**src/sv/icd_pkg.sv**
```systemverilog
// ---------------------------------------------------------------------------
// icd_pkg
// Sizes, types and operation codes of the indexed circular deque.
// ---------------------------------------------------------------------------
package icd_pkg;

    localparam int DEPTH    = 16;
    localparam int WIDTH    = 32;
    localparam int PTR_W    = $clog2(DEPTH);
    localparam int CNT_W    = $clog2(DEPTH + 1);
    localparam int FUNC_W   = 4;
    localparam int INDEX_W  = 4;
    localparam int DATA_W   = 32;
    localparam int STATUS_W = 2;
    localparam int COUNT_W  = 5;

    typedef logic [WIDTH-1:0]   word_t;
    typedef logic [PTR_W-1:0]   ptr_t;
    typedef logic [PTR_W:0]     wide_ptr_t;
    typedef logic [CNT_W-1:0]   cnt_t;
    typedef logic [INDEX_W-1:0] index_t;
    typedef logic [DATA_W-1:0]  data_t;
    typedef logic [COUNT_W-1:0] count_t;

    typedef enum logic [FUNC_W-1:0] {
        OP_PUSH     = 4'd0,
        OP_POP      = 4'd1,
        OP_ENQUEUE  = 4'd2,
        OP_DEQUEUE  = 4'd3,
        OP_PEEK     = 4'd4,
        OP_GET      = 4'd5,
        OP_SET      = 4'd6,
        OP_INSB     = 4'd7,
        OP_INSA     = 4'd8,
        OP_REMOVE   = 4'd9,
        OP_SWAPREM  = 4'd10,
        OP_CLEAR    = 4'd11
    } op_t;

    typedef enum logic [STATUS_W-1:0] {
        ST_OK    = 2'd0,
        ST_EMPTY = 2'd1,
        ST_FULL  = 2'd2
    } status_t;

    typedef enum logic [2:0] {
        S_IDLE,
        S_EXEC,
        S_SH_RD,
        S_SH_WR,
        S_FINAL
    } state_t;

endpackage

```
**src/sv/indexed_circular_deque.sv**
```systemverilog
// ---------------------------------------------------------------------------
// indexed_circular_deque
// Fixed-capacity ring deque with end operations and indexed access, insert
// and remove. Entries live in one simple dual-port RAM.
// ---------------------------------------------------------------------------
//  channel | signals                      | transfer
//  --------+------------------------------+-------------------------------
//  command | func, index, value           | start high while busy low
//  result  | data_out, status, count      | done high for one cycle
//
//  End operations, peek, get, set, swap-remove and clear: accept, then one
//  RAM read-modify-write. Insert and remove: accept, execute, then N entries
//  move one slot, then a final state; each move is a RAM read then a write.
//  Reset empties the deque at once; RAM contents are left as they are.
//  The result side cannot stall; busy holds off new commands.
// ---------------------------------------------------------------------------
module indexed_circular_deque (
    input  logic        clk,
    input  logic        rst_n,
    input  logic        start,
    output logic        busy,
    input  logic [3:0]  func,
    input  logic [3:0]  index,
    input  logic [31:0] value,
    output logic        done,
    output logic [31:0] data_out,
    output logic [1:0]  status,
    output logic [4:0]  count
);

    icd_pkg::state_t  state_reg, state_next;
    logic [3:0]       op_reg, op_next;
    icd_pkg::index_t  idx_reg, idx_next;
    icd_pkg::word_t   val_reg, val_next;
    icd_pkg::ptr_t    front_reg, front_next;
    icd_pkg::cnt_t    occ_reg, occ_next;
    icd_pkg::cnt_t    sh_i_reg, sh_i_next;
    icd_pkg::cnt_t    pos_reg, pos_next;
    logic             up_reg, up_next;
    logic             done_reg, done_next;
    icd_pkg::data_t   data_out_reg, data_out_next;
    icd_pkg::status_t status_reg, status_next;
    icd_pkg::count_t  count_reg, count_next;

    logic             ram_we;
    icd_pkg::ptr_t    ram_waddr;
    icd_pkg::word_t   ram_wdata;
    icd_pkg::ptr_t    ram_raddr;
    icd_pkg::word_t   ram_rdata;

    logic             full;
    logic             empty;
    logic             valid;
    logic             finish;
    icd_pkg::status_t res_status;
    icd_pkg::word_t   res_data;
    icd_pkg::cnt_t    ins_pos;
    icd_pkg::cnt_t    sh_step;

    // physical slot of a logical position
    function automatic icd_pkg::ptr_t slot_of(icd_pkg::ptr_t base, icd_pkg::ptr_t ofs);
        icd_pkg::wide_ptr_t sum;
        sum = {1'b0, base} + {1'b0, ofs};
        if (sum >= icd_pkg::wide_ptr_t'(icd_pkg::DEPTH))
        begin
            sum = sum - icd_pkg::wide_ptr_t'(icd_pkg::DEPTH);
        end
        return icd_pkg::ptr_t'(sum);
    endfunction

    icd_ram #(
        .DEPTH_P (icd_pkg::DEPTH),
        .WIDTH_P (icd_pkg::WIDTH)
    ) u_ram (
        .clk   (clk),
        .we    (ram_we),
        .waddr (ram_waddr),
        .wdata (ram_wdata),
        .raddr (ram_raddr),
        .rdata (ram_rdata)
    );

    assign full  = (occ_reg == icd_pkg::cnt_t'(icd_pkg::DEPTH));
    assign empty = (occ_reg == '0);
    assign valid = (icd_pkg::cnt_t'(idx_reg) < occ_reg);
    assign ins_pos = (icd_pkg::op_t'(op_reg) == icd_pkg::OP_INSB)
                   ? icd_pkg::cnt_t'(idx_reg)
                   : icd_pkg::cnt_t'(idx_reg) + icd_pkg::cnt_t'(1);
    assign sh_step = up_reg ? sh_i_reg - icd_pkg::cnt_t'(1)
                            : sh_i_reg + icd_pkg::cnt_t'(1);

    always_ff @(posedge clk or negedge rst_n)
    begin
        if (!rst_n)
        begin
            state_reg <= icd_pkg::S_IDLE;
            front_reg <= '0;
            occ_reg   <= '0;
            done_reg  <= 1'b0;
        end
        else
        begin
            state_reg <= state_next;
            front_reg <= front_next;
            occ_reg   <= occ_next;
            done_reg  <= done_next;
        end
    end

    always_ff @(posedge clk)
    begin
        op_reg       <= op_next;
        idx_reg      <= idx_next;
        val_reg      <= val_next;
        sh_i_reg     <= sh_i_next;
        pos_reg      <= pos_next;
        up_reg       <= up_next;
        data_out_reg <= data_out_next;
        status_reg   <= status_next;
        count_reg    <= count_next;
    end

    always_comb
    begin
        state_next    = state_reg;
        op_next       = op_reg;
        idx_next      = idx_reg;
        val_next      = val_reg;
        front_next    = front_reg;
        occ_next      = occ_reg;
        sh_i_next     = sh_i_reg;
        pos_next      = pos_reg;
        up_next       = up_reg;
        done_next     = 1'b0;
        data_out_next = data_out_reg;
        status_next   = status_reg;
        count_next    = count_reg;
        ram_we        = 1'b0;
        ram_waddr     = '0;
        ram_wdata     = val_reg;
        ram_raddr     = '0;
        finish        = 1'b0;
        res_status    = icd_pkg::ST_OK;
        res_data      = '0;

        unique case (state_reg)
            icd_pkg::S_IDLE:
            begin
                // issue the read for the command as it is taken
                unique case (icd_pkg::op_t'(func)) inside
                    icd_pkg::OP_POP, icd_pkg::OP_PEEK:
                        ram_raddr = front_reg;
                    icd_pkg::OP_DEQUEUE, icd_pkg::OP_SWAPREM:
                        ram_raddr = slot_of(front_reg,
                                            icd_pkg::ptr_t'(occ_reg - icd_pkg::cnt_t'(1)));
                    default:
                        ram_raddr = slot_of(front_reg, icd_pkg::ptr_t'(index));
                endcase
                if (start)
                begin
                    op_next    = func;
                    idx_next   = index;
                    val_next   = icd_pkg::word_t'(value);
                    state_next = icd_pkg::S_EXEC;
                end
            end

            icd_pkg::S_EXEC:
            begin
                finish = 1'b1;
                unique case (icd_pkg::op_t'(op_reg)) inside
                    icd_pkg::OP_PUSH:
                    begin
                        if (full)
                        begin
                            res_status = icd_pkg::ST_FULL;
                        end
                        else
                        begin
                            front_next = (front_reg == '0)
                                       ? icd_pkg::ptr_t'(icd_pkg::DEPTH - 1)
                                       : front_reg - icd_pkg::ptr_t'(1);
                            ram_we     = 1'b1;
                            ram_waddr  = front_next;
                            occ_next   = occ_reg + icd_pkg::cnt_t'(1);
                        end
                    end
                    icd_pkg::OP_POP:
                    begin
                        if (empty)
                        begin
                            res_status = icd_pkg::ST_EMPTY;
                        end
                        else
                        begin
                            res_data   = ram_rdata;
                            front_next = (front_reg == icd_pkg::ptr_t'(icd_pkg::DEPTH - 1))
                                       ? '0
                                       : front_reg + icd_pkg::ptr_t'(1);
                            occ_next   = occ_reg - icd_pkg::cnt_t'(1);
                        end
                    end
                    icd_pkg::OP_ENQUEUE:
                    begin
                        if (full)
                        begin
                            res_status = icd_pkg::ST_FULL;
                        end
                        else
                        begin
                            ram_we    = 1'b1;
                            ram_waddr = slot_of(front_reg, icd_pkg::ptr_t'(occ_reg));
                            occ_next  = occ_reg + icd_pkg::cnt_t'(1);
                        end
                    end
                    icd_pkg::OP_DEQUEUE:
                    begin
                        if (empty)
                        begin
                            res_status = icd_pkg::ST_EMPTY;
                        end
                        else
                        begin
                            res_data = ram_rdata;
                            occ_next = occ_reg - icd_pkg::cnt_t'(1);
                        end
                    end
                    icd_pkg::OP_PEEK:
                    begin
                        if (empty)
                        begin
                            res_status = icd_pkg::ST_EMPTY;
                        end
                        else
                        begin
                            res_data = ram_rdata;
                        end
                    end
                    icd_pkg::OP_GET:
                    begin
                        if (!valid)
                        begin
                            res_status = icd_pkg::ST_EMPTY;
                        end
                        else
                        begin
                            res_data = ram_rdata;
                        end
                    end
                    icd_pkg::OP_SET:
                    begin
                        if (!valid)
                        begin
                            res_status = icd_pkg::ST_EMPTY;
                        end
                        else
                        begin
                            ram_we    = 1'b1;
                            ram_waddr = slot_of(front_reg, icd_pkg::ptr_t'(idx_reg));
                        end
                    end
                    icd_pkg::OP_INSB, icd_pkg::OP_INSA:
                    begin
                        if (!valid)
                        begin
                            res_status = icd_pkg::ST_EMPTY;
                        end
                        else if (full)
                        begin
                            res_status = icd_pkg::ST_FULL;
                        end
                        else
                        begin
                            // move entries up from the back down to the gap
                            finish     = 1'b0;
                            up_next    = 1'b1;
                            pos_next   = ins_pos;
                            sh_i_next  = occ_reg;
                            state_next = (occ_reg == ins_pos) ? icd_pkg::S_FINAL
                                                              : icd_pkg::S_SH_RD;
                        end
                    end
                    icd_pkg::OP_REMOVE:
                    begin
                        if (!valid)
                        begin
                            res_status = icd_pkg::ST_EMPTY;
                        end
                        else
                        begin
                            // close the hole by moving later entries down
                            finish     = 1'b0;
                            up_next    = 1'b0;
                            sh_i_next  = icd_pkg::cnt_t'(idx_reg);
                            state_next = (icd_pkg::cnt_t'(idx_reg) + icd_pkg::cnt_t'(1) < occ_reg)
                                       ? icd_pkg::S_SH_RD
                                       : icd_pkg::S_FINAL;
                        end
                    end
                    icd_pkg::OP_SWAPREM:
                    begin
                        if (!valid)
                        begin
                            res_status = icd_pkg::ST_EMPTY;
                        end
                        else
                        begin
                            ram_we    = 1'b1;
                            ram_waddr = slot_of(front_reg, icd_pkg::ptr_t'(idx_reg));
                            ram_wdata = ram_rdata;
                            occ_next  = occ_reg - icd_pkg::cnt_t'(1);
                        end
                    end
                    icd_pkg::OP_CLEAR:
                    begin
                        occ_next   = '0;
                        front_next = '0;
                    end
                    default:
                    begin
                        res_status = icd_pkg::ST_OK;
                    end
                endcase
            end

            icd_pkg::S_SH_RD:
            begin
                ram_raddr  = slot_of(front_reg, icd_pkg::ptr_t'(sh_step));
                state_next = icd_pkg::S_SH_WR;
            end

            icd_pkg::S_SH_WR:
            begin
                ram_we    = 1'b1;
                ram_waddr = slot_of(front_reg, icd_pkg::ptr_t'(sh_i_reg));
                ram_wdata = ram_rdata;
                sh_i_next = sh_step;
                if (up_reg ? (sh_step == pos_reg)
                           : (sh_step + icd_pkg::cnt_t'(1) >= occ_reg))
                begin
                    state_next = icd_pkg::S_FINAL;
                end
                else
                begin
                    state_next = icd_pkg::S_SH_RD;
                end
            end

            icd_pkg::S_FINAL:
            begin
                finish = 1'b1;
                if (up_reg)
                begin
                    ram_we    = 1'b1;
                    ram_waddr = slot_of(front_reg, icd_pkg::ptr_t'(pos_reg));
                    occ_next  = occ_reg + icd_pkg::cnt_t'(1);
                end
                else
                begin
                    occ_next = occ_reg - icd_pkg::cnt_t'(1);
                end
            end

            default:
            begin
                state_next = icd_pkg::S_IDLE;
            end
        endcase

        if (finish)
        begin
            done_next     = 1'b1;
            data_out_next = icd_pkg::data_t'(res_data);
            status_next   = res_status;
            count_next    = icd_pkg::count_t'(occ_next);
            state_next    = icd_pkg::S_IDLE;
        end
    end

    assign busy     = (state_reg != icd_pkg::S_IDLE);
    assign done     = done_reg;
    assign data_out = data_out_reg;
    assign status   = status_reg;
    assign count    = count_reg;

endmodule

```
**src/sv/icd_ram.sv**
```systemverilog
// ---------------------------------------------------------------------------
// icd_ram
// Simple dual-port RAM: one write port, one read port, registered read data.
// ---------------------------------------------------------------------------
module icd_ram #(
    parameter int DEPTH_P = 16,
    parameter int WIDTH_P = 32
) (
    input  logic                       clk,
    input  logic                       we,
    input  logic [$clog2(DEPTH_P)-1:0] waddr,
    input  logic [WIDTH_P-1:0]         wdata,
    input  logic [$clog2(DEPTH_P)-1:0] raddr,
    output logic [WIDTH_P-1:0]         rdata
);

    logic [WIDTH_P-1:0] mem [DEPTH_P];

    always_ff @(posedge clk)
    begin
        if (we)
        begin
            mem[waddr] <= wdata;
        end
    end

    always_ff @(posedge clk)
    begin
        rdata <= mem[raddr];
    end

endmodule

```
**config.mk**
```make
export PLATFORM = sky130hd
export DESIGN_NAME = indexed_circular_deque
export DESIGN_NICKNAME = d
export VERILOG_FILES = /design/src/sv/icd_pkg.sv /design/src/sv/indexed_circular_deque.sv /design/src/sv/icd_ram.sv
export SDC_FILE = /design/constraint.sdc
export NUM_CORES = 1
export LEC_CHECK = 0
export BUFFER_PORTS_ARGS = -buffer_cell sky130_fd_sc_hd__buf_2
export CORE_MARGIN = 2
export CORE_UTILIZATION = 55
export CTS_CLUSTER_SIZE = 30
export DETAILED_ROUTE_END_ITERATION = 10
export PLACE_DENSITY = 0.72
export SETUP_SLACK_MARGIN = 0.05
export SYNTH_ARGS = -nofsm -noshare
export SYNTH_HDL_FRONTEND = slang
export SYNTH_SLANG_ARGS = --single-unit
```
**constraint.sdc**
```tcl
create_clock -name clk -period 6.92 [get_ports clk]
set_input_delay 2.076 -clock clk [delete_from_list [all_inputs] [get_ports clk]]
set_output_delay 2.076 -clock clk [all_outputs]
set_load 0.05 [all_outputs]
```
==> results.json <==
{
  "power.leakage_uw": 0.0112,
  "routed_wl_mm": 58.5,
  "synth-edff-count": 602,
  "numCtsBuffers": 68,
  "grt_pass1_wl_mm": 88.3,
  "crit_path_max_fanout": 46,
  "synth-async-reset-ratio_pct": 2.01,
  "grt_pass1_vias": 14500,
  "cts_setup_buffers": 0,
  "wl_met2_mm": 28.5,
  "crit_buf_inv": 2,
  "cts_buffer_depth": 3,
  "slowest_delay_ps": 790,
  "synth_cells": 1674,
  "ys_ff_latch": 647,
  "grt_use_total_pct": 22.4,
  "clock_sinks": 647,
  "die_height_um": 229,
  "layout-drive-gt1-share_pct": 15.7,
  "grt_antenna_before_repair": 1,
  "skew_ps": 21.8,
  "ys_warn_count": 0,
  "dp_hpwl_mm": 32.8,
  "first_pass_iters": 5,
  "p_per_area_mw_per_mm2": 476,
  "slowest_stage": "buf_4",
  "clkLatencyLatePin_ps": 610,
  "drc": 0,
  "top_register": "u_ram.mem",
  "tns_ps": 0,
  "ant_nets": 0,
  "arrival_ps": 5240,
  "met3WireLength_mm": 3.08,
  "place.gp.congestion": 0.930,
  "rsz0062_at_grt": "no",
  "holdWs_ps": 537,
  "cts_root_buffer": "clkbuf_16",
  "path_clk_slew_ps": 60,
  "ctsResizeCount": 0,
  "maxCapViolCount": 0,
  "htreeDepth": 3,
  "start_util_pct": 55.6,
  "flow.area_growth_from_synthesis_pct": 12.1,
  "vias": 14500,
  "core.rowCount": 82,
  "drv_slew": 0,
  "hold_viol_final": 0,
  "peakVddDrop_mv": 0.666,
  "slew_headroom_pct": 34.0,
  "crit_family": "buffers and inverters",
  "synth_cell_types": 77,
  "timing.final.crit_share_pct": 69.3,
  "wl_met1_mm": 25.4,
  "final_util_pct": 62.3,
  "worst_setup_path_end_kind": "register",
  "path_common_cell": "mux2i_1",
  "overflow": 0,
  "drt-initial-drc-count": 1261,
  "avgSynthCellArea_sq_um": 16.6,
  "setup-violations-final": 0,
  "holdBufCountCts": 0,
  "min_path_type": "reg -> reg",
  "crit_chain": "buf_2 > xor2_1 > nand3b_1 > nand2_1 > o21ai_0 > ha_1 > fa_1 > nor3_1 > a31oi_1 > o211ai_1 > buf_4 > mux2i_1 > mux2i_1",
  "path_class": "in -> reg",
  "grt_max_degree": 88,
  "fillers": 3691,
  "synth_area_sq_mm": 0.0278,
  "synth-main-ff-cell": "edfxtp_1",
  "max_freq_ghz": 0.208,
  "boundaryPins": 84,
  "top_layer_used": "met4",
  "antenna_cells": 0,
  "dieArea_sq_mm": 0.0524,
  "wl_per_cell_um": 23.4,
  "worst_pin_slew_ps": 987,
  "ys_seq_area_share_pct": 68.4,
  "status": "finished clean",
  "cts_tree": "done",
  "placement.io_buffers": 83,
  "worstPathRequired_ps": 7360,
  "period_needed_ps": 4800,
  "num-nets-final": 1865,
  "syn_nets": 1764,
  "design.core.area_sq_mm": 0.0501,
  "chipWidth_um": 229,
  "crit_path_start_kind": "primary input",
  "vias_per_cell": 5.81,
  "largest_reg_flops": 512
}
-- cell families after synthesis --
group / synth area share, %
mux: 19.0
flops: 68.4
buf+inv: 2.14
fa+ha+maj: 2.30
compound gates: 3.00
xor+xnor: 1.51
simple gates: 3.63
-- path summary, 6_finish.rpt --
path,startpoint,end,depth (start not counted),slack (ps)
max,func[3],u_ram.rdata[15],13,2120
min,u_ram.rdata[1],data_out[1],1,540
max reg2reg,occ_reg[0],u_ram.mem[12][15],10,2400
min reg2reg,u_ram.rdata[1],data_out[1],1,540
max in group asynchronous,rst_n,front_reg[3],1,5260
min in group asynchronous,rst_n,state_reg[1],1,1380
-- cells in the mapped netlist (9+ instances only) --
library cell    n  share of area [%]
xnor2_1        28               0.88
a21oi_1        30               0.54
buf_4          38                1.0
nor2_1         45               0.61
mux2i_1       488                 18
xor2_1         17               0.53
nand2_1        30               0.40
a21o_1         11               0.30
buf_2          21               0.38
mux2_2         25                1.0
mux2_1          9               0.36
clkbuf_1       15               0.20
o21ai_0        22               0.40
nand3_1        12               0.22
and2_1         38               0.85
dfxtp_1        32                2.3
edfxtp_1      602                 65
inv_1          18               0.24
dfrtp_1        13                1.2
ha_1           40                1.8
-- routing by layer --
metal | track usage (%) | up-vias
li1 | - | 6661
met1 | 30.8 | 7383
met2 | 36.8 | 407
met3 | 3.40 | 88
met4 | 7.59 | 0
met5 | 0 | -
-- layout make-up --
type                       count  area (sq um)  area share (%)
tap                          672           841            2.70
clock buffer                  80          1770            5.67
multi-input combinational    924          8370            26.8
sequential                   647         19000            61.0
inverter                      21          78.8           0.253
timing repair buffer         113           691            2.21
clock inverter                44           407            1.30
-- per-stage QoR --
stage / instance area, sq um / total power [uW] / worst slack [ps] / cells
after floorplan: 27800 / 10100 / 1820 / 1674
after detailed placement: 29000 / 11400 / 1590 / 2377
after global placement: 29000 / 11200 / 1740 / 2377
after CTS: 31200 / 14900 / 2160 / 2501
after global routing: 31200 / 15600 / 1970 / 2501
final: 31200 / 14800 / 2120 / 2501
-- layout by cell type, fill, tap and decap left out, types with 4 or more instances in the layout --
cell / Yosys / routed
o22ai_1: 8 / 8
nor3_1: 8 / 8
buf_2: 21 / 83
o211ai_1: 4 / 4
dfxtp_1: 32 / 32
and2_1: 38 / 37
and3_1: 4 / 4
or3_1: 5 / 5
inv_1: 18 / 18
o21ai_0: 22 / 22
nand2b_1: 8 / 8
mux2_2: 25 / 25
clkbuf_1: 15 / 11
bufinv_16: 0 / 4
a21o_1: 11 / 11
nor2_4: 0 / 15
mux2i_1: 488 / 488
dfrtp_1: 13 / 13
buf_4: 38 / 26
a31oi_1: 5 / 5
xnor2_1: 28 / 28
nand2_2: 5 / 6
clkinv_2: 0 / 17
nand2_1: 30 / 29
clkbuf_16: 0 / 69
mux2_1: 9 / 9
ha_1: 40 / 40
a211oi_1: 6 / 6
clkinv_1: 0 / 9
clkinvlp_4: 0 / 5
buf_12: 0 / 4
nor2_1: 45 / 30
a21oi_1: 30 / 30
o31ai_1: 4 / 4
nor2b_1: 8 / 8
fa_1: 7 / 7
xor2_1: 17 / 17
edfxtp_1: 602 / 602
nand3_1: 12 / 12
-- report_power, final --
group / leakage, uW / total [uW] / internal (uW) / switching, uW
clock network: 0.00106 / 3530 / 2010 / 1520
registers: 0.00590 / 5530 / 5180 / 347
logic: 0.00426 / 5790 / 2320 / 3470
Note: power is estimated with default switching activity, not from simulation.
